--- src/rtl/ctvs_pkg.sv ---
// Shared types and codes for the cosine top-k vector search block.
// Used by ctvs_score and cosine_topk_vector_search; depends on nothing.
package ctvs_pkg;

	localparam int ELEM_W  = 16;
	localparam int KEY_W   = 32;
	localparam int SCORE_W = 16;
	localparam int RANK_W  = 4;
	localparam int LIMIT_W = 5;
	localparam logic [LIMIT_W-1:0] MAX_RESULTS = 5'd16;

	// Operation codes of an input word
	localparam logic [1:0] OP_UPSERT = 2'd0;
	localparam logic [1:0] OP_QUERY  = 2'd1;
	localparam logic [1:0] OP_CLEAR  = 2'd2;

	// Status codes of a result word
	localparam logic [2:0] ST_INSERTED = 3'd0;
	localparam logic [2:0] ST_REPLACED = 3'd1;
	localparam logic [2:0] ST_FULL     = 3'd2;
	localparam logic [2:0] ST_HIT      = 3'd3;
	localparam logic [2:0] ST_EMPTY    = 3'd4;
	localparam logic [2:0] ST_CLEARED  = 3'd5;

	// Controls from the sequencer into the score unit
	typedef struct packed {
		logic clr;
		logic pair_valid;
		logic fin;
		logic zero;
	} score_ctl_t;

	// Status back from the score unit
	typedef struct packed {
		logic busy;
		logic done;
	} score_sts_t;

endpackage

--- src/rtl/ctvs_score.sv ---
// Sequential cosine score unit: one shared multiplier for products and the
// norm product, a bit-pair square root and a restoring divider. Uses ctvs_pkg.
module ctvs_score (
	input  logic                       clk,
	input  logic                       arst_n,
	input  ctvs_pkg::score_ctl_t       ctl,
	input  logic signed [15:0]         a,
	input  logic signed [15:0]         b,
	output ctvs_pkg::score_sts_t       sts,
	output logic signed [15:0]         score
);

	typedef enum logic [2:0] {
		S_IDLE, S_MUL, S_SQRT, S_DEN, S_DIV, S_SAT
	} state_t;

	state_t             state_q;
	logic [1:0]         phase_q;
	logic [1:0]         psel_q;
	logic               pv_q;
	logic signed [15:0] a_q, b_q;
	logic signed [51:0] prod_q;
	logic signed [39:0] dot_q;
	logic [38:0]        nl_q, nr_q;
	logic [49:0]        sqx_q, sqr_q, sqb_q;
	logic               sqsel_q;
	logic [24:0]        rl_q;
	logic [5:0]         cnt_q;
	logic [63:0]        num_q;
	logic [49:0]        rem_q;
	logic signed [15:0] score_q;
	logic               done_q;

	logic signed [25:0] m1, m2;
	logic signed [51:0] mul;
	logic [49:0]        sq_sum, sq_res;
	logic               sq_ge;
	logic [50:0]        rem2;
	logic               dge;
	logic [50:0]        rdiff;
	logic [39:0]        dabs;
	logic [63:0]        mag;
	logic signed [15:0] sat;

	// Select multiplier operands
	always_comb begin
		if (state_q == S_DEN) begin
			m1 = 26'({1'b0, rl_q});
			m2 = 26'({1'b0, sqr_q[24:0]});
		end else begin
			unique case (phase_q)
				2'd0: begin
					m1 = 26'(a_q);
					m2 = 26'(b_q);
				end
				2'd1: begin
					m1 = 26'(a_q);
					m2 = 26'(a_q);
				end
				default: begin
					m1 = 26'(b_q);
					m2 = 26'(b_q);
				end
			endcase
		end
	end

	assign mul = m1 * m2;

	// Square root step
	assign sq_sum = sqr_q + sqb_q;
	assign sq_ge  = sqx_q >= sq_sum;
	assign sq_res = sq_ge ? ((sqr_q >> 1) + sqb_q) : (sqr_q >> 1);

	// Divide step
	assign rem2  = {rem_q, num_q[63]};
	assign dge   = rem2 >= {1'b0, prod_q[49:0]};
	assign rdiff = rem2 - {1'b0, prod_q[49:0]};

	// Magnitude of the dot product, scaled
	assign dabs = dot_q[39] ? 40'(-dot_q) : 40'(dot_q);
	assign mag  = {dabs[38:0], 25'd0};

	// Saturate the signed quotient
	always_comb begin
		if (!dot_q[39]) begin
			sat = (num_q > 64'd32767) ? 16'sd32767 : $signed(num_q[15:0]);
		end else begin
			sat = (num_q > 64'd32768) ? -16'sd32768 : $signed(16'(16'd0 - num_q[15:0]));
		end
	end

	always_ff @(posedge clk or negedge arst_n) begin
		if (!arst_n) begin
			state_q <= S_IDLE;
			pv_q    <= 1'b0;
			done_q  <= 1'b0;
			phase_q <= 2'd0;
		end else begin
			done_q <= 1'b0;
			pv_q   <= (state_q == S_MUL);
			psel_q <= phase_q;
			if (state_q == S_MUL || state_q == S_DEN) begin
				prod_q <= mul;
			end
			// Accumulate the last product
			if (pv_q) begin
				unique case (psel_q)
					2'd0:    dot_q <= dot_q + prod_q[39:0];
					2'd1:    nl_q  <= nl_q + prod_q[38:0];
					default: nr_q  <= nr_q + prod_q[38:0];
				endcase
			end
			unique case (state_q)
				S_IDLE: begin
					if (ctl.clr) begin
						dot_q <= '0;
						nl_q  <= '0;
						nr_q  <= '0;
					end else if (ctl.pair_valid) begin
						a_q     <= a;
						b_q     <= b;
						phase_q <= 2'd0;
						state_q <= S_MUL;
					end else if (ctl.fin) begin
						if (ctl.zero || nl_q == '0 || nr_q == '0) begin
							score_q <= '0;
							done_q  <= 1'b1;
						end else begin
							sqx_q   <= 50'({nl_q, 10'd0});
							sqr_q   <= '0;
							sqb_q   <= 50'(1) << 48;
							cnt_q   <= '0;
							sqsel_q <= 1'b0;
							state_q <= S_SQRT;
						end
					end
				end
				S_MUL: begin
					if (phase_q == 2'd2) begin
						state_q <= S_IDLE;
					end else begin
						phase_q <= phase_q + 2'd1;
					end
				end
				S_SQRT: begin
					if (sq_ge) begin
						sqx_q <= sqx_q - sq_sum;
					end
					sqr_q <= sq_res;
					sqb_q <= sqb_q >> 2;
					cnt_q <= cnt_q + 6'd1;
					// Start the second root, or move on to the norm product
					if (cnt_q == 6'd24) begin
						if (!sqsel_q) begin
							rl_q    <= sq_res[24:0];
							sqx_q   <= 50'({nr_q, 10'd0});
							sqr_q   <= '0;
							sqb_q   <= 50'(1) << 48;
							cnt_q   <= '0;
							sqsel_q <= 1'b1;
						end else begin
							state_q <= S_DEN;
						end
					end
				end
				S_DEN: begin
					num_q   <= mag;
					rem_q   <= '0;
					cnt_q   <= '0;
					state_q <= S_DIV;
				end
				S_DIV: begin
					rem_q <= dge ? rdiff[49:0] : rem2[49:0];
					num_q <= {num_q[62:0], dge};
					cnt_q <= cnt_q + 6'd1;
					if (cnt_q == 6'd63) begin
						state_q <= S_SAT;
					end
				end
				S_SAT: begin
					score_q <= sat;
					done_q  <= 1'b1;
					state_q <= S_IDLE;
				end
				default: state_q <= S_IDLE;
			endcase
		end
	end

	assign sts.busy = (state_q != S_IDLE) || pv_q;
	assign sts.done = done_q;
	assign score    = score_q;

endmodule

--- config.mk ---
export PLATFORM = sky130hd
export DESIGN_NAME = ctvs_score
export DESIGN_NICKNAME = d
export VERILOG_FILES = /design/src/rtl/ctvs_pkg.sv /design/src/rtl/ctvs_score.sv
export SDC_FILE = /design/constraint.sdc
export NUM_CORES = 2
export LEC_CHECK = 0
export BUFFER_PORTS_ARGS = -buffer_cell sky130_fd_sc_hd__buf_2
export CORE_AREA = 2 2 298 359
export CTS_BUF_LIST = sky130_fd_sc_hd__clkbuf_8
export DETAILED_ROUTE_END_ITERATION = 7
export DIE_AREA = 0 0 300 361
export GPL_ROUTABILITY_DRIVEN = 0
export MAX_ROUTING_LAYER = met4
export PLACE_DENSITY = 0.7
export SLEW_MARGIN = 10
export SYNTH_ARGS = -nofsm -noshare
export SYNTH_HDL_FRONTEND = slang
export SYNTH_SLANG_ARGS = --single-unit
export TNS_END_PERCENT = 10
--- constraint.sdc ---
create_clock -name clk -period 11.8 [get_ports clk]
set_input_delay 3.54 -clock clk [delete_from_list [all_inputs] [get_ports clk]]
set_output_delay 3.54 -clock clk [all_outputs]
set_load 0.05 [all_outputs]
Word level (Yosys, flattened, before mapping)
Index checks and enable logic that the tools add are counted.
{ "totals": {"register_bits": 521, "output_inout_bits": 18} }
{ "op_classes": {"n_eq_ne": 23, "n_lt_le_gt_ge": 4, "n_reduce_logical": 27, "multipliers": 1, "add_sub_neg": 11, "bitwise": 2, "mux": 82} }
{ "ops": {"columns": ["cell", "n"], "rows": [
  ["50-bit two-way mux", 19],
  ["50-bit case mux with 2 select lines", 4],
  ["39-bit two-way mux", 9],
  ["40-bit two-way mux", 4],
  ["64-bit case mux with 2 select lines", 1],
  ["16-bit two-way mux", 7],
  ["26-bit two-way mux", 4],
  ["50-bit subtractor", 2],
  ["49-bit two-way mux", 2],
  ["39-bit adder", 2],
  ["39-bit zero test", 2],
  ["64-bit by 15-bit greater-than comparator with 1-bit output (second input constant)", 1],
  ["64-bit by 16-bit greater-than comparator with 1-bit output (second input constant)", 1],
  ["51-bit by 50-bit greater-or-equal comparator with 1-bit output", 1],
  ["49-bit by 50-bit adder with 50-bit output", 1],
  ["50-bit adder", 1],
  ["50-bit greater-or-equal comparator", 1],
  ["26-bit by 26-bit multiplier with 50-bit output", 1],
  ["40-bit adder", 1],
  ["39-bit negator", 1],
  ["6-bit two-way mux", 6],
  ["16-bit case mux with 2 select lines", 1],
  ["3-bit two-way mux", 8],
  ["6-bit case mux with 4 select lines", 1],
  ["30 further kinds", 69]
]} }

Longest topological paths before layout
{ "depth": {"ltp_word": 8, "depth_mapped": 37, "mapped_depth_nobuf": 33} }

Worst setup path after synthesis
Ideal clock, no wire load.
{ "synth_path": {"kind": "register to register", "startpoint": "register phase_q[0]", "endpoint": "register prod_q[49] (data pin)", "synth_period_minus_slack_ns": 9.071, "required_time_ns": 11.535, "path_stages_with_launch": 35, "slack_ns": 2.729, "t_arrival_ns": 8.806, "path_buffers": 4, "cell_sequence": "dfrtp_1 -> ha_1 -> buf_2 -> nor2_1 -> mux2i_1 -> nand2_1 -> clkbuf_1 -> o21a_1 -> clkbuf_1 -> clkbuf_1 -> nand2_1 -> fa_1 -> inv_1 -> fa_1 -> inv_1 -> fa_1 -> fa_1 -> inv_1 -> fa_1 -> fa_1 -> inv_1 -> fa_1 -> inv_1 -> ha_1 -> a21o_1 -> a21o_1 -> a21oi_1 -> o21ai_1 -> a311o_1 -> a21oi_1 -> a21bo_2 -> a221o_1 -> a221oi_2 -> nand4b_1 -> nand4_1"} }
{ "synth_via": {"elab_chain_cells": 5, "elab_cells_between_ends": 8} }
{ "synth_rtl": {"columns": ["element", "line_no", "rtl"], "rows": [
  ["start, declared", "ctvs_score.sv:18", "logic [1:0] phase_q;"],
  ["start signal, assigned", "ctvs_score.sv:143", "phase_q <= phase_q + 2'd1;"],
  ["2-bit by 1-bit equality test with 1-bit output / 2-bit zero test (equally long branches)", "ctvs_score.sv:51", "unique case (phase_q)"],
  ["2-bit OR reduction (no line)", null, null],
  ["26-bit two-way mux", "ctvs_score.sv:51", null],
  ["26-bit two-way mux", "ctvs_score.sv:47", "if (state_q == S_DEN) begin"],
  ["26-bit by 26-bit multiplier with 50-bit output (*)", "ctvs_score.sv:68", "assign mul = m1 * m2;"],
  ["named net mul[49]", "ctvs_score.sv:35", "logic signed [51:0] mul;"],
  ["end signal, assigned", "ctvs_score.sv:104", "prod_q <= mul;"],
  ["end, declared", "ctvs_score.sv:22", "logic signed [51:0] prod_q;"]
]} }
Mark *: on every way through the listed nets, which the timed path passes. The rest lies on a longest branch.
A chain may end at the register's enable or synchronous reset.

Final worst setup path
{ "layout_path": {"startpoint": "register state_q[1]", "endpoint": "register prod_q[49] (data pin)"} }
{ "layout_via": {"elab_chain_cells": 3, "elab_cells_between_ends": 4} }
{ "layout_rtl": {"columns": ["element", "line_no", "rtl"], "rows": [
  ["start, declared", "ctvs_score.sv:17", "state_t state_q;"],
  ["start signal, assigned", "ctvs_score.sv:95", "state_q <= S_IDLE;"],
  ["start signal, assigned", "ctvs_score.sv:124", "state_q <= S_MUL;"],
  ["start signal, assigned", "ctvs_score.sv:135", "state_q <= S_SQRT;"],
  ["3-bit by 2-bit equality test with 1-bit output (*)", "ctvs_score.sv:47", null],
  ["26-bit two-way mux", "ctvs_score.sv:47", null],
  ["26-bit by 26-bit multiplier with 50-bit output (*)", "ctvs_score.sv:68", null],
  ["named net mul[49]", "ctvs_score.sv:35", null]
]} }
Marked as above.

==> flow_metrics.tcl <==
set metrics [dict create \
    status "finished clean" \
    drtIter0Drc 4533 \
    hpwlAfterDp_mm 138 \
    port_buffers 55 \
    hold_buffers 0 \
    cts_made_buffers 88 \
    cts.clk_slew.worst_paths_ns 0.06 \
    synth_top_cell_by_area "edfxtp_1" \
    drc 0 \
    grt_pass1_vias 48600 \
    critPathLaunchType "flip-flop" \
    syn_area_per_cell_um2 9.08 \
    synth_warnings 0 \
    antenna_found_initial 2 \
    path_class "flip-flop to flip-flop" \
    core_um2 104000 \
    min_path_type "flip-flop to flip-flop" \
    cts_tree "done" \
    path_max_fanout 25 \
    drive_above_1_share_pct 5.02 \
    arrival_ns 10.66 \
    grt-ovfl-total 0 \
    clk_latency_ns 0.80 \
    io_pins 56 \
    crit_path_end_kind "flip-flop" \
    postCtsSetupBuffers 0 \
    wl_per_cell_um 22.1 \
    slew_headroom_pct 11.5 \
    setup_viol 0 \
    ys.flop_type "edfxtp_1" \
    vias 48800 \
    syn_inst 6635 \
    synthesis.nets 7787 \
    fin_crit_ns 10.17 \
    timing.fmax_mhz 98.4 \
    ys_top_cells_by_area "edfxtp_1 24%, fa_1 23%, ha_1 8.7%" \
    synth.distinct_cells 105 \
    slew_viol_final 0 \
    fin_tns_setup_ns 0 \
    synth-edff-count 489 \
    synth_top_area_share_pct 24.4 \
    layout.nets 7734 \
    placed_cells 7878 \
    cts-root-buf "clkbuf_8" \
    clockBufferDepth 3 \
    post-route-period-util_pct 86.1 \
    area_growth_pct 5.51 \
    hold_viol_final 0 \
    ys_seq_elements 496 \
    holdPathStages 0 \
    finClkSkew_ns 0.0502 \
    h-tree-depth 3 \
    ys_seq_area_share_pct 24.7 \
    initial_core_util_pct 57.7 \
    ant_nets 0 \
    r2r_setup_slack_ns 1.63 \
    rows 130 \
    die_x_um 300 \
    vias_per_cell 6.06 \
    slowest_stage "o21a_1" \
    async_reset_ff_share_pct 1.41 \
    r2r_cells 29 \
    postRouteWirelength_mm 177 \
    grt_use_total_pct 34.1 \
    tightestPinTransition_ns 1.31 \
    cts.sinks 496 \
    critPathMostFrequentCell "fa_1" \
    cpPeakStageDelay_ns 0.75 \
    grt_max_degree 73 \
    worst_slack_ns 1.63 \
    syn_area_um2 60300 \
    cts_resized 0 \
    drt_pass1_iterations 6 \
    die_area_um2 108000 \
    drv_cap 0 \
    grt_pass1_wl_mm 275 \
    worstPathRequired_ns 12.30 \
    final_cells 8043 \
    preCtsSetupSlack_ns 1.80 \
    rsz0062_at_grt "false" \
    die_y_um 361 \
]
-- area by class of cell --
class	instances	area, um^2
flip-flops and latches	496	14900
well taps	1386	1730
fillers	9109	40800
multi-input cells	5020	41200
clock buffers	90	1240
inverters	847	3180
diodes	4	10.0
repair buffers	129	837
clock inverters	71	514
-- stage by stage --
stage	util, %	hold WS (ns)	instance area [um^2]
floorplan	-	0.473	60300
global placement	59.2	0.480	61800
detailed placement	59.2	0.488	61800
CTS	60.9	0.499	63600
global route	60.9	0.500	63600
finish	60.9	0.496	63600
-- layer usage --
metal  vias up  global-route usage [%]  share of wire [%]
li1      22300                       -                  -
met4         0                    21.5                7.7
met3       636                    6.83                9.0
met5         -                       -                  0
met1     23500                    42.2                 39
met2      2300                    51.1                 44
-- registers in the layout, summed over array words and instances, names as in the netlist, 16 cells and up --
| signal | count |
|---|---|
| num_q | 64 |
| prod_q | 50 |
| rem_q | 50 |
| sqr_q | 50 |
| sqx_q | 50 |
| dot_q | 40 |
| nl_q | 39 |
| nr_q | 39 |
| rl_q | 25 |
| sqb_q | 25 |
| a_q | 16 |
| b_q | 16 |
| score | 16 |
-- final timing paths --
check,startpoint,endpoint
setup / recovery,state_q[1]$_DFFE_PN0P_,prod_q[49]$_DFFE_PP_
hold / removal,phase_q[1]$_DFFE_PN0P_,psel_q[1]$_DFFE_PP_
setup reg to reg,state_q[1]$_DFFE_PN0P_,prod_q[49]$_DFFE_PP_
hold reg to reg,phase_q[1]$_DFFE_PN0P_,psel_q[1]$_DFFE_PP_
max in group asynchronous,arst_n,done_q$_DFF_PN0_
min in group asynchronous,arst_n,phase_q[0]$_DFFE_PN0P_
-- cells by family (layout without fill, tap and decap cells) --
group,Yosys count,in the layout,synth area share [%]
flip-flops,496,496,24.7
AND/OR/NAND/NOR,2068,2068,15.1
other,0,4,0
XOR/XNOR,378,378,5.49
adder cells (fa/ha/maj),1114,1114,31.8
buffers and inverters,1119,1137,7.09
AO/OA/AOI/OAI,1399,1399,14.8
multiplexers,61,61,1.02
-- cell usage in the layout (no fill, tap or decap), types with 21 or more instances in the layout --
cell type,Yosys,routed
xor2_1,159,159
edfxtp_1,489,489
nand2_1,899,897
inv_1,844,864
a21oi_1,421,419
a31oi_1,75,75
nor2_1,593,591
and3_1,89,89
buf_2,14,54
fa_1,697,697
nor2b_1,37,36
o211ai_1,22,22
nor4_1,39,39
nand4_1,53,53
nor3_1,89,89
o21ai_1,47,49
mux2i_1,60,60
xnor2_1,219,219
o21a_1,68,68
or3_1,35,35
buf_4,6,74
nand3_1,77,77
a21o_1,169,169
ha_1,417,417
nand2b_1,35,34
o21ai_0,270,262
clkbuf_8,0,90
clkinv_1,2,21
o21bai_1,52,52
and2_1,58,55
a211oi_1,77,77
-- synthesized netlist by cell type (77+ instances only) --
master	count
nand2_1	899
nand3_1	77
fa_1	697
a21oi_1	421
o21ai_0	270
edfxtp_1	489
nor3_1	89
xnor2_1	219
a21o_1	169
xor2_1	159
inv_1	844
a211oi_1	77
ha_1	417
and3_1	89
clkbuf_1	238
nor2_1	593
-- worst max-delay path, delay by kind of cell (launching register included) --
family / cells / cell delay [ns]
flip-flops: 1 / 0.59
adder cells (fa/ha/maj): 8 / 4.00
buffers and inverters: 6 / 0.73
AND/OR/NAND/NOR: 5 / 1.65
AO/OA/AOI/OAI: 10 / 2.89
Power is left out: the tool's default activity adds up to more than one toggle a clock period on the data nets, which glitch-free logic cannot reach.
