File: src/rtl/ctvs_ram.sv
// Generic single-write, single-read RAM with registered read data.
// No dependencies.
module ctvs_ram #(
	parameter int WIDTH = 16,
	parameter int DEPTH = 16
) (
	input  logic                                  clk,
	input  logic                                  we,
	input  logic [(DEPTH > 1 ? $clog2(DEPTH) : 1)-1:0] waddr,
	input  logic [WIDTH-1:0]                      wdata,
	input  logic [(DEPTH > 1 ? $clog2(DEPTH) : 1)-1:0] raddr,
	output logic [WIDTH-1:0]                      rdata
);

	logic [WIDTH-1:0] mem_q [DEPTH];

	// Write port and registered read port
	always_ff @(posedge clk) begin
		if (we) begin
			mem_q[waddr] <= wdata;
		end
		rdata <= mem_q[raddr];
	end

endmodule

File: config.mk
export PLATFORM = sky130hd
export DESIGN_NAME = ctvs_ram
export DESIGN_NICKNAME = d
export VERILOG_FILES = /design/src/rtl/ctvs_ram.sv
export SDC_FILE = /design/constraint.sdc
export NUM_CORES = 1
export LEC_CHECK = 0
export ABC_AREA = 1
export ABC_CLOCK_PERIOD_IN_PS = 2600
export BUFFER_PORTS_ARGS = -buffer_cell sky130_fd_sc_hd__buf_2
export CAP_MARGIN = 20
export CELL_PAD_IN_SITES_DETAIL_PLACEMENT = 1
export CELL_PAD_IN_SITES_GLOBAL_PLACEMENT = 2
export CORE_ASPECT_RATIO = 0.8
export CORE_MARGIN = 2
export CORE_UTILIZATION = 43
export CTS_BUF_LIST = sky130_fd_sc_hd__clkbuf_4
export DETAILED_ROUTE_END_ITERATION = 8
export HOLD_SLACK_MARGIN = 0.08
export PLACE_DENSITY_LB_ADDON = 0.12
export SKIP_CTS_REPAIR_TIMING = 1
export SLEW_MARGIN = 30
export SYNTH_ARGS = -nofsm -noshare
export SYNTH_HDL_FRONTEND = slang
export SYNTH_SLANG_ARGS = --single-unit
File: constraint.sdc
create_clock -name clk -period 2.6 [get_ports clk]
set_clock_uncertainty 0.15 [all_clocks]
set_input_delay 0.65 -clock clk [delete_from_list [all_inputs] [get_ports clk]]
set_output_delay 0.65 -clock clk [all_outputs]
set_load 0.02 [all_outputs]
Word-level counts from Yosys, hierarchy flattened
Memory sizes are Yosys's and may differ from the RTL's. A register that Yosys moved wholly into a read port is not among the register bits.
Cells that the tools add are included.
W data, S select, Z words.
{"block": "classes", "muxes": 2}
{"operator": "$mux W1", "count": 2}
{"block": "word_totals", "ff_bits": 0, "ramBits": 256, "in_bits": 26, "output_inout_bits": 16, "word_cells": 3, "mem_count": 1}
{"memory": "mem_q", "words": 16, "width": 16, "rd": 1, "rd_ports_with_merged_regs": 1, "wr": 1, "line_no": "15", "text": "logic [WIDTH-1:0] mem_q [DEPTH];"}

Longest topological paths before layout
Gate-level depths: netlist of the first run.
{"block": "depth", "ltp_word": 2, "depth_mapped": 9, "depth_no_buf": 7}

Worst setup path before layout of the first run
OpenSTA, ideal clock, no wires.
{"block": "synth_path", "kind": "input -> register", "start": "in waddr[2] in the netlist's numbering", "end": "mem mem_q[10][0], enable pin", "setup_time_ps": 388, "arrival_ps": 1561, "required_time_ps": 2062, "setup_slack_ps": 500, "cell_stages": 2, "n_path_buf": 0, "cell_sequence": "nand3b_1 > nor2_1"}
{"item": "start: declaration", "line_no": "9", "text": "input logic [(DEPTH > 1 ? $clog2(DEPTH) : 1)-1:0] waddr,"}
{"item": "end: declaration", "line_no": "15"}
No word-level cell before the write port.

Worst setup path in the final report of the first run
{"block": "layout_path", "start": "reg rdata[6], read port of mem_q", "end": "out rdata[6]"}
{"item": "start: declaration", "line_no": "12", "text": "output logic [WIDTH-1:0] rdata"}
No word-level cell between the ends.

==> metrics.txt, run 1 <==
Rel. slew slack=0.547; Slowest-stage cell, CP=dfxtp_1; PwrDens=721 mW/mm^2; Routed Wire Length=31.5 mm; RD Place Congestion=0.760; Final min period=2.04 ns; worst slew pin tran=0.678 ns; starting density of the core=0.436; post-detailed-route wirelength per cell=19.8 um; Crit Path Class=reg2out; register area share after synthesis=0.704; Reg power frac=0.520; layout cells sized above 1=0.180; Die Wd=186 um; Clk pin slew, worst setup/hold paths=0.08 ns; Static Leak=5.75 nW; mapped cell area=0.0114 mm^2; largest net degree at the start of global routing=59; status=complete, no violations; CTS Buffer Depth=3; First-pass DRT Iterations=5; Final Cycle Share=0.784; die area=0.0278 mm^2; Synth Warn #=0; Most used DFF post-synth=edfxtp_1; GR Util All Layers=0.241; Cells after Synth=1074; Slew Viols, Final=0; synth top area cells=edfxtp_1 (68%), nand2_1 (11%), nand3_1 (8.5%); RSZ-0062 raised after global routing=no; post-route cell area=0.0131 mm^2; Setup TNS=0 ns; post-synth top area cell=edfxtp_1; GR Overflow Total=0; global-route wire length before repair=48.8 mm; Max IR drop VDD=331 uV; post-route ant nets=0; clock power share=0.412; Post-synth EDFFs=256; CTS tree=done; delay-heaviest family, CP=flip-flops; DRC=0; die height=150 um; Core Util, Final=0.503; Int Power=7.23 mW; CP Buf/Inv Count=1; P_sw=2.24 mW; synth unique cells=13; WP data required=1.80 ns; # setup viols final=0; Area growth, synth to finish=15.5%; Sw Ratio=0.237; Cells after DPL=1462; drt first-iter violations=509; crit end category=primary output; # clock sinks=272; vias in the first global route=8237; top post-synthesis cells by count=nand2_1 (341), edfxtp_1 (256), inv_1 (196); class of the worst hold path=in2reg; Worst Slack Setup Final=0.563 ns; CP Max Fanout=1; worst path cell trace=buf_2; Final Hold Viols=0; Vias=7760; CORE AREA=0.0261 mm^2; Mean Syn Cell Area=10.6 um^2; Via density=4.88; # H-tree levels=3; clock latency at the later pin of the worst-skew pair=0.69 ns; Seq cells post-synth=272; max-cap violations=0; final std cells w/o fill=1590; Synth async-reset ratio=0; placed inst area=0.0122 mm^2; max incr delay on CP=0.39 ns; Synth Net Count=1100; post-synth top area share=0.675; post-DP HPWL=18.6 mm; Final nets=1206; pre-CTS setup slack=0.495 ns; Hold Slack=0.215 ns; critical path arrival=1.24 ns; root buffer cell=clkbuf_4; Gate power share=0.068; Row Count=53; max frequency=491 MHz; antenna violations before repair=2; Buffers on Ports=41; CTS buffer count=73; count leader, synth=nand2_1; io pins=42; Final Power=9.47 mW; CP startpoint kind=flip-flop
## sequential cells by signal, indices dropped and copies added, names as in the netlist
register,flops
mem_q,256
rdata,16
## cell families after synthesis
group                  count (synthesis)  synth area share
DFF                                  272             0.704
and+or+nand+nor                      553             0.204
buffers and inverters                249            0.0921
## final cells by class
type | instances | area [um^2]
clock buffers | 119 | 893
multi-input cells | 553 | 2360
flip-flops and latches | 272 | 8010
diodes | 1 | 2.50
clock inverters | 8 | 57.6
fillers | 2940 | 13000
repair buffers | 82 | 628
inverters | 198 | 746
well taps | 357 | 447
## power by group through the flow
| stage | Sequential (mW) | Combinational (mW) | Clock [mW] |
|---|---|---|---|
| final | 4.93 | 0.643 | 3.90 |
| after global routing | 4.94 | 0.717 | 4.25 |
| after CTS | 4.93 | 0.655 | 4.02 |
| after detailed placement | 5.03 | 0.653 | 0 |
| after global placement | 5.02 | 0.645 | 0 |
| after floorplan | 5.05 | 0.331 | 0 |
## worst paths after layout
| path | start | to | slack (ns) | cells after the start |
|---|---|---|---|---|
| setup reg to reg | mem_q[15][6]$_DFFE_PP_ | rdata[6]$_DFF_P_ | 1.40 | 6 |
| setup / recovery | rdata[6]$_DFF_P_ | rdata[6] | 0.56 | 1 |
| hold reg to reg | mem_q[10][11]$_DFFE_PP_ | rdata[11]$_DFF_P_ | 0.50 | 6 |
| hold / removal | wdata[5] | mem_q[4][5]$_DFFE_PP_ | 0.21 | 1 |
## cells in the final DEF, fill, tap and decap left out
master	netlist	layout
buf_12	0	9
buf_2	19	40
buf_4	18	33
bufinv_16	0	1
clkbuf_4	0	119
clkinv_1	0	5
clkinv_2	0	1
dfxtp_1	16	16
diode_2	0	1
edfxtp_1	256	256
inv_1	196	196
inv_2	2	2
inv_4	0	1
nand2_1	341	341
nand3_1	193	193
nand3b_1	2	2
nor2_1	17	1
nor2_2	0	16
## metal layers
metal	wire, um	vias up	share of wire	track usage
met5	10	-	0.00032	0
met4	486	2	0.015	0.0693
met3	1400	46	0.044	0.0487
met2	14600	169	0.46	0.383
met1	15000	3833	0.48	0.339
li1	-	3710	-	-
No activity file was read; power rests on OpenSTA's default activity.
==> run 2, diff against run 1 <==
Settings changed: ABC_CLOCK_PERIOD_IN_PS 2600 to 1690, CORE_UTILIZATION 43 to 39.
Clock period 2.6 ns to 1.69 ns, I/O delays scaled along.
==> metrics.txt, run 2 (synthesis gave the netlist of run 1 again) <==
Crit Path Class=reg2out; max frequency=581 MHz; GR Overflow Total=0 (unchanged); CTS buffer count=75 (+2.7%); post-DP HPWL=20.0 mm (+7.9%); Rel. slew slack=0.721 (+0.174); PwrDens=1070 mW/mm^2 (+48%); Row Count=55 (+3.8%); post-detailed-route wirelength per cell=19.4 um (-2.1%); First-pass DRT Iterations=4 (-1); P_sw=3.57 mW (+59%); Routed Wire Length=32.2 mm (+2.3%); clock power share=0.413 (about the same); final std cells w/o fill=1661 (+4.5%); commonest non-fill, non-tap cell in the layout=nand2_1; Sw Ratio=0.238 (+0.00113); max-cap violations=0 (unchanged); layout cells sized above 1=0.209 (+0.0283); total area of sequential cells=0.00803 mm^2 (+0.28%); # clock sinks=272 (unchanged); Reg power frac=0.507 (-0.013); antenna violations before repair=1 (-1); Slowest-stage cell, CP=dfxtp_4; Max IR drop VDD=583 uV (+76%); Final min period=1.72 ns; WP data required=1.12 ns (-0.68 ns); max reg flops=256 (unchanged); worst path cell trace=buf_6; global-route wire length before repair=49.3 mm (+0.98%); worst slew pin tran=0.418 ns (-0.260 ns); io pins=42 (unchanged); # H-tree levels=3 (unchanged); vias in the first global route=8295 (+0.70%); CTS tree=done; CTS Buffer Depth=3 (unchanged); Die Wd=195 um (+4.9%); Int Power=11.4 mW (+58%); Area growth, synth to finish=23.3%; class of the worst hold path=in2reg; clock latency at the later pin of the worst-skew pair=0.67 ns (-0.02 ns); CP startpoint kind=flip-flop; DRC=0 (unchanged); fillers=3170 (+7.8%); Largest regs=mem_q: 256 flops, rdata: 16 flops; commonest non-fill, non-tap cells in the layout=nand2_1 (341), edfxtp_1 (256), inv_1 (196); max incr delay on CP=0.38 ns (about the same); Static Leak=6.13 nW (+6.6%); CORE AREA=0.0285 mm^2 (+9.0%); Via density=4.81 (-1.5%); crit end category=primary output; critical path arrival=1.15 ns (-0.09 ns); Cells after DPL=1506 (+3.0%); die height=157 um (+4.9%); Vias=7982 (+2.9%); Hold Slack=0.167 ns (-0.0473 ns); root buffer cell=clkbuf_4; die area=0.0306 mm^2 (+10%); starting density of the core=0.399 (-0.0361); multi-input combinational cell area=0.00236 mm^2 (unchanged); Final Power=15.0 mW (+58%); delay-heaviest family, CP=flip-flops; Final Hold Viols=0 (unchanged); largest net degree at the start of global routing=41 (-31%); Most flops, register=mem_q; status=finished with violations; CP Max Fanout=1 (unchanged); RD Place Congestion=0.763 (+0.37%); drt first-iter violations=369 (-28%); Buffers on Ports=41 (unchanged); Clk pin slew, worst setup/hold paths=0.06 ns (-0.02 ns); Gate power share=0.080 (+0.012); Setup TNS=-0.0323 ns (-0.0323 ns); failing checks=negative setup slack; Worst Slack Setup Final=-0.0323 ns (-0.595 ns); Final nets=1256 (+4.1%); post-route ant nets=0 (unchanged); Final Cycle Share=1.02; Slew Viols, Final=0 (unchanged); CP Buf/Inv Count=1 (unchanged); GR Util All Layers=0.219 (-0.0222); # setup viols final=1 (+1); RSZ-0062 raised after global routing=yes
-- run 2: cell count changes in the layout (fill, tap and decap cells not counted), sizes merged --
cell / previous run / this run
clkbuf: 119 / 116
bufinv: 1 / 2
buf: 82 / 113
clkinv: 6 / 16
inv: 199 / 201
dlygate4sd3: 0 / 17
-- run 2: power by group through the flow --
stage	logic [mW]	clock network [mW]	registers (mW)
2_1_floorplan	0.512	0	7.77
3_3_place_gp	1.12	0	7.72
3_5_place_dp	1.14	0	7.73
4_1_cts	1.14	6.42	7.58
5_1_grt	1.32	6.77	7.61
6_report	1.20	6.20	7.60
-- run 2: layout make-up --
type | count | share of cell area
multi-input combinational | 553 | 0.169
clock buffer | 116 | 0.0621
inverter | 198 | 0.0532
clock inverter | 21 | 0.00945
tap | 370 | 0.0330
antenna | 1 | 0.000178
timing repair buffer | 130 | 0.101
sequential | 272 | 0.572
-- run 2: metal layers --
layer | part of all wire | track usage | vias up
met5 | 0 | 0 | -
li1 | - | - | 3829
met4 | 0.023 | 0.0811 | 0
met2 | 0.47 | 0.354 | 142
met1 | 0.47 | 0.295 | 3962
met3 | 0.035 | 0.0444 | 49
-- run 2: through the flow --
stage	setup slack [ns]	cell area (um^2)	utilization
global placement	-0.0618	12700	0.447
CTS	-0.245	13700	0.482
detailed placement	-0.105	12700	0.447
floorplan	-0.182	11400	-
global route	-0.125	14000	0.492
finish	-0.0323	14000	0.492
-- run 2: path summary, 6_finish.rpt --
kind	endpoint	from	cells past startpoint	slack, ns
max	rdata[10]	rdata[10]$_DFF_P_	1	-0.03
max reg2reg	rdata[4]$_DFF_P_	mem_q[7][4]$_DFFE_PP_	6	0.48
min	rdata[11]$_DFF_P_	raddr[2]	5	0.17
min reg2reg	rdata[12]$_DFF_P_	mem_q[14][12]$_DFFE_PP_	6	0.52
==> run 3, diff against run 2 <==
==> constraint.sdc (replaced) <==
create_clock -name clk -period 1.69 [get_ports clk]
set_clock_uncertainty 0.15 [all_clocks]
set_input_delay 0.338 -clock clk [delete_from_list [all_inputs] [get_ports clk]]
set_output_delay 0.338 -clock clk [all_outputs]
set_load 0.02 [all_outputs]
==> metrics.txt, run 3 (synthesis gave the netlist of run 1 again) <==
# setup viols final=0 (-1); First-pass DRT Iterations=4 (unchanged); # H-tree levels=3 (unchanged); io pins=42 (unchanged); drt first-iter violations=405 (+9.8%); Most flops, register=mem_q; Cells after DPL=1495 (-0.73%); Final Power=14.9 mW (-0.41%); Final Cycle Share=0.973 (-0.0458); Hold Slack=0.145 ns (-0.0218 ns); commonest non-fill, non-tap cell in the layout=nand2_1; max incr delay on CP=0.36 ns (-0.02 ns); Static Leak=6.01 nW (-1.9%); starting density of the core=0.399 (unchanged); Clk pin slew, worst setup/hold paths=0.07 ns (about the same); largest net degree at the start of global routing=47 (+15%); crit end category=primary output; Routed Wire Length=31.3 mm (-2.9%); delay-heaviest family, CP=flip-flops; CP startpoint kind=flip-flop; max reg flops=256 (unchanged); GR Overflow Total=0 (unchanged); RSZ-0062 raised after global routing=yes; DRC=0 (unchanged); post-detailed-route wirelength per cell=19.1 um (-1.6%); max frequency=608 MHz (+4.7%); Final min period=1.64 ns (-0.0774 ns); status=complete, no violations; max-cap violations=0 (unchanged); Rel. slew slack=0.736 (+0.0150); critical path arrival=1.16 ns (about the same); Crit Path Class=reg2out; Reg-to-Reg End=rdata[5]$_DFF_P_; PwrDens=1080 mW/mm^2 (+1.3%); Die Wd=195 um (unchanged); die area=0.0306 mm^2 (unchanged); Final Hold Viols=0 (unchanged); final std cells w/o fill=1639 (-1.3%); CTS buffer count=72 (-4.0%); # clock sinks=272 (unchanged); worst slew pin tran=0.396 ns (-0.0226 ns); Core Util, Final=0.484 (-0.00830); r2r startpoint=mem_q[3][5]$_DFFE_PP_; GR Util All Layers=0.214 (-0.00557); Row Count=55 (unchanged); root buffer cell=clkbuf_4; post-DP HPWL=19.2 mm (-4.4%); Vias=7867 (-1.4%); commonest non-fill, non-tap cells in the layout=nand2_1 (341), edfxtp_1 (256), inv_1 (196); RD Place Congestion=0.737 (-3.5%); Area growth, synth to finish=21.2%; Largest regs=mem_q: 256 flops, rdata: 16 flops; Critical path origin=rdata[10]$_DFF_P_; worst path cell trace=buf_6; clock latency at the later pin of the worst-skew pair=0.70 ns (+0.03 ns); CP Max Fanout=1 (unchanged); crit path to=rdata[10]; reg2reg setup slack=0.48 ns (about the same); number of cells on the worst reg-to-reg path=6 (unchanged); Slowest-stage cell, CP=dfxtp_4; antenna violations before repair=1 (unchanged); Buffers on Ports=41 (unchanged); CORE AREA=0.0285 mm^2 (unchanged); Slew Viols, Final=0 (unchanged); CTS Buffer Depth=3 (unchanged); post-route ant nets=0 (unchanged); vias in the first global route=8034 (-3.1%); Max IR drop VDD=608 uV (+4.4%); class of the worst hold path=in2reg; die height=157 um (unchanged); global-route wire length before repair=47.8 mm (-2.9%); CTS tree=done; Final nets=1243 (-1.0%); Setup TNS=0 ns (+0.0323 ns); fillers=3169 (-0.032%); Via density=4.80 (-0.12%); layout cells sized above 1=0.199 (-0.00979); WP data required=1.20 ns (+0.08 ns); Crit. path cell count=1 (unchanged); CP Buf/Inv Count=1 (unchanged)
==> run 3: metal layers <==
layer / GRT usage / vias to the layer above / wire (um)
met5: 0 / - / 0
met4: 0.0811 / 0 / 760
met3: 0.0409 / 60 / 1260
met2: 0.354 / 145 / 14900
met1: 0.281 / 3866 / 14400
li1: - / 3796 / -
==> run 3: how the worst min path moves through the flow <==
stage / from / end / slack, ns / cells past startpoint
2_1_floorplan: wdata[0] / mem_q[0][0]$_DFFE_PP_ / 0.29 / 0
3_3_place_gp: mem_q[10][4]$_DFFE_PP_ / rdata[4]$_DFF_P_ / 0.50 / 6
3_5_place_dp: mem_q[10][4]$_DFFE_PP_ / rdata[4]$_DFF_P_ / 0.51 / 6
4_1_cts: wdata[11] / mem_q[10][11]$_DFFE_PP_ / -0.19 / 1
5_1_grt: raddr[1] / rdata[12]$_DFF_P_ / 0.14 / 6
6_report: raddr[1] / rdata[7]$_DFF_P_ / 0.15 / 6
==> run 3: cell type report <==
| cell class | instances | area [um^2] | share of cell area |
|---|---|---|---|
| Multi-Input combinational cell | 553 | 2360 | 0.171 |
| Sequential cell | 272 | 8020 | 0.582 |
| Tap cell | 370 | 463 | 0.0336 |
| Clock inverter | 10 | 121 | 0.00880 |
| Timing Repair Buffer | 120 | 1210 | 0.0875 |
| Clock buffer | 115 | 863 | 0.0626 |
| Inverter | 198 | 746 | 0.0541 |
| Antenna cell | 1 | 2.50 | 0.000181 |
==> run 3: per-stage QoR <==
stage | worst slack [ns] | instance area, um^2
global route | -0.0441 | 13800
finish | 0.0450 | 13800
CTS | -0.149 | 13500
detailed placement | -0.0271 | 12500
global placement | 0.0310 | 12500
floorplan | -0.0976 | 11400
==> run 3: where the power goes <==
part           internal [mW]  total [mW]  switching [mW]
registers               7.54        7.60          0.0531
logic                  0.408        1.13           0.722
clock network           3.52        6.21            2.69
total                   11.5        14.9            3.47
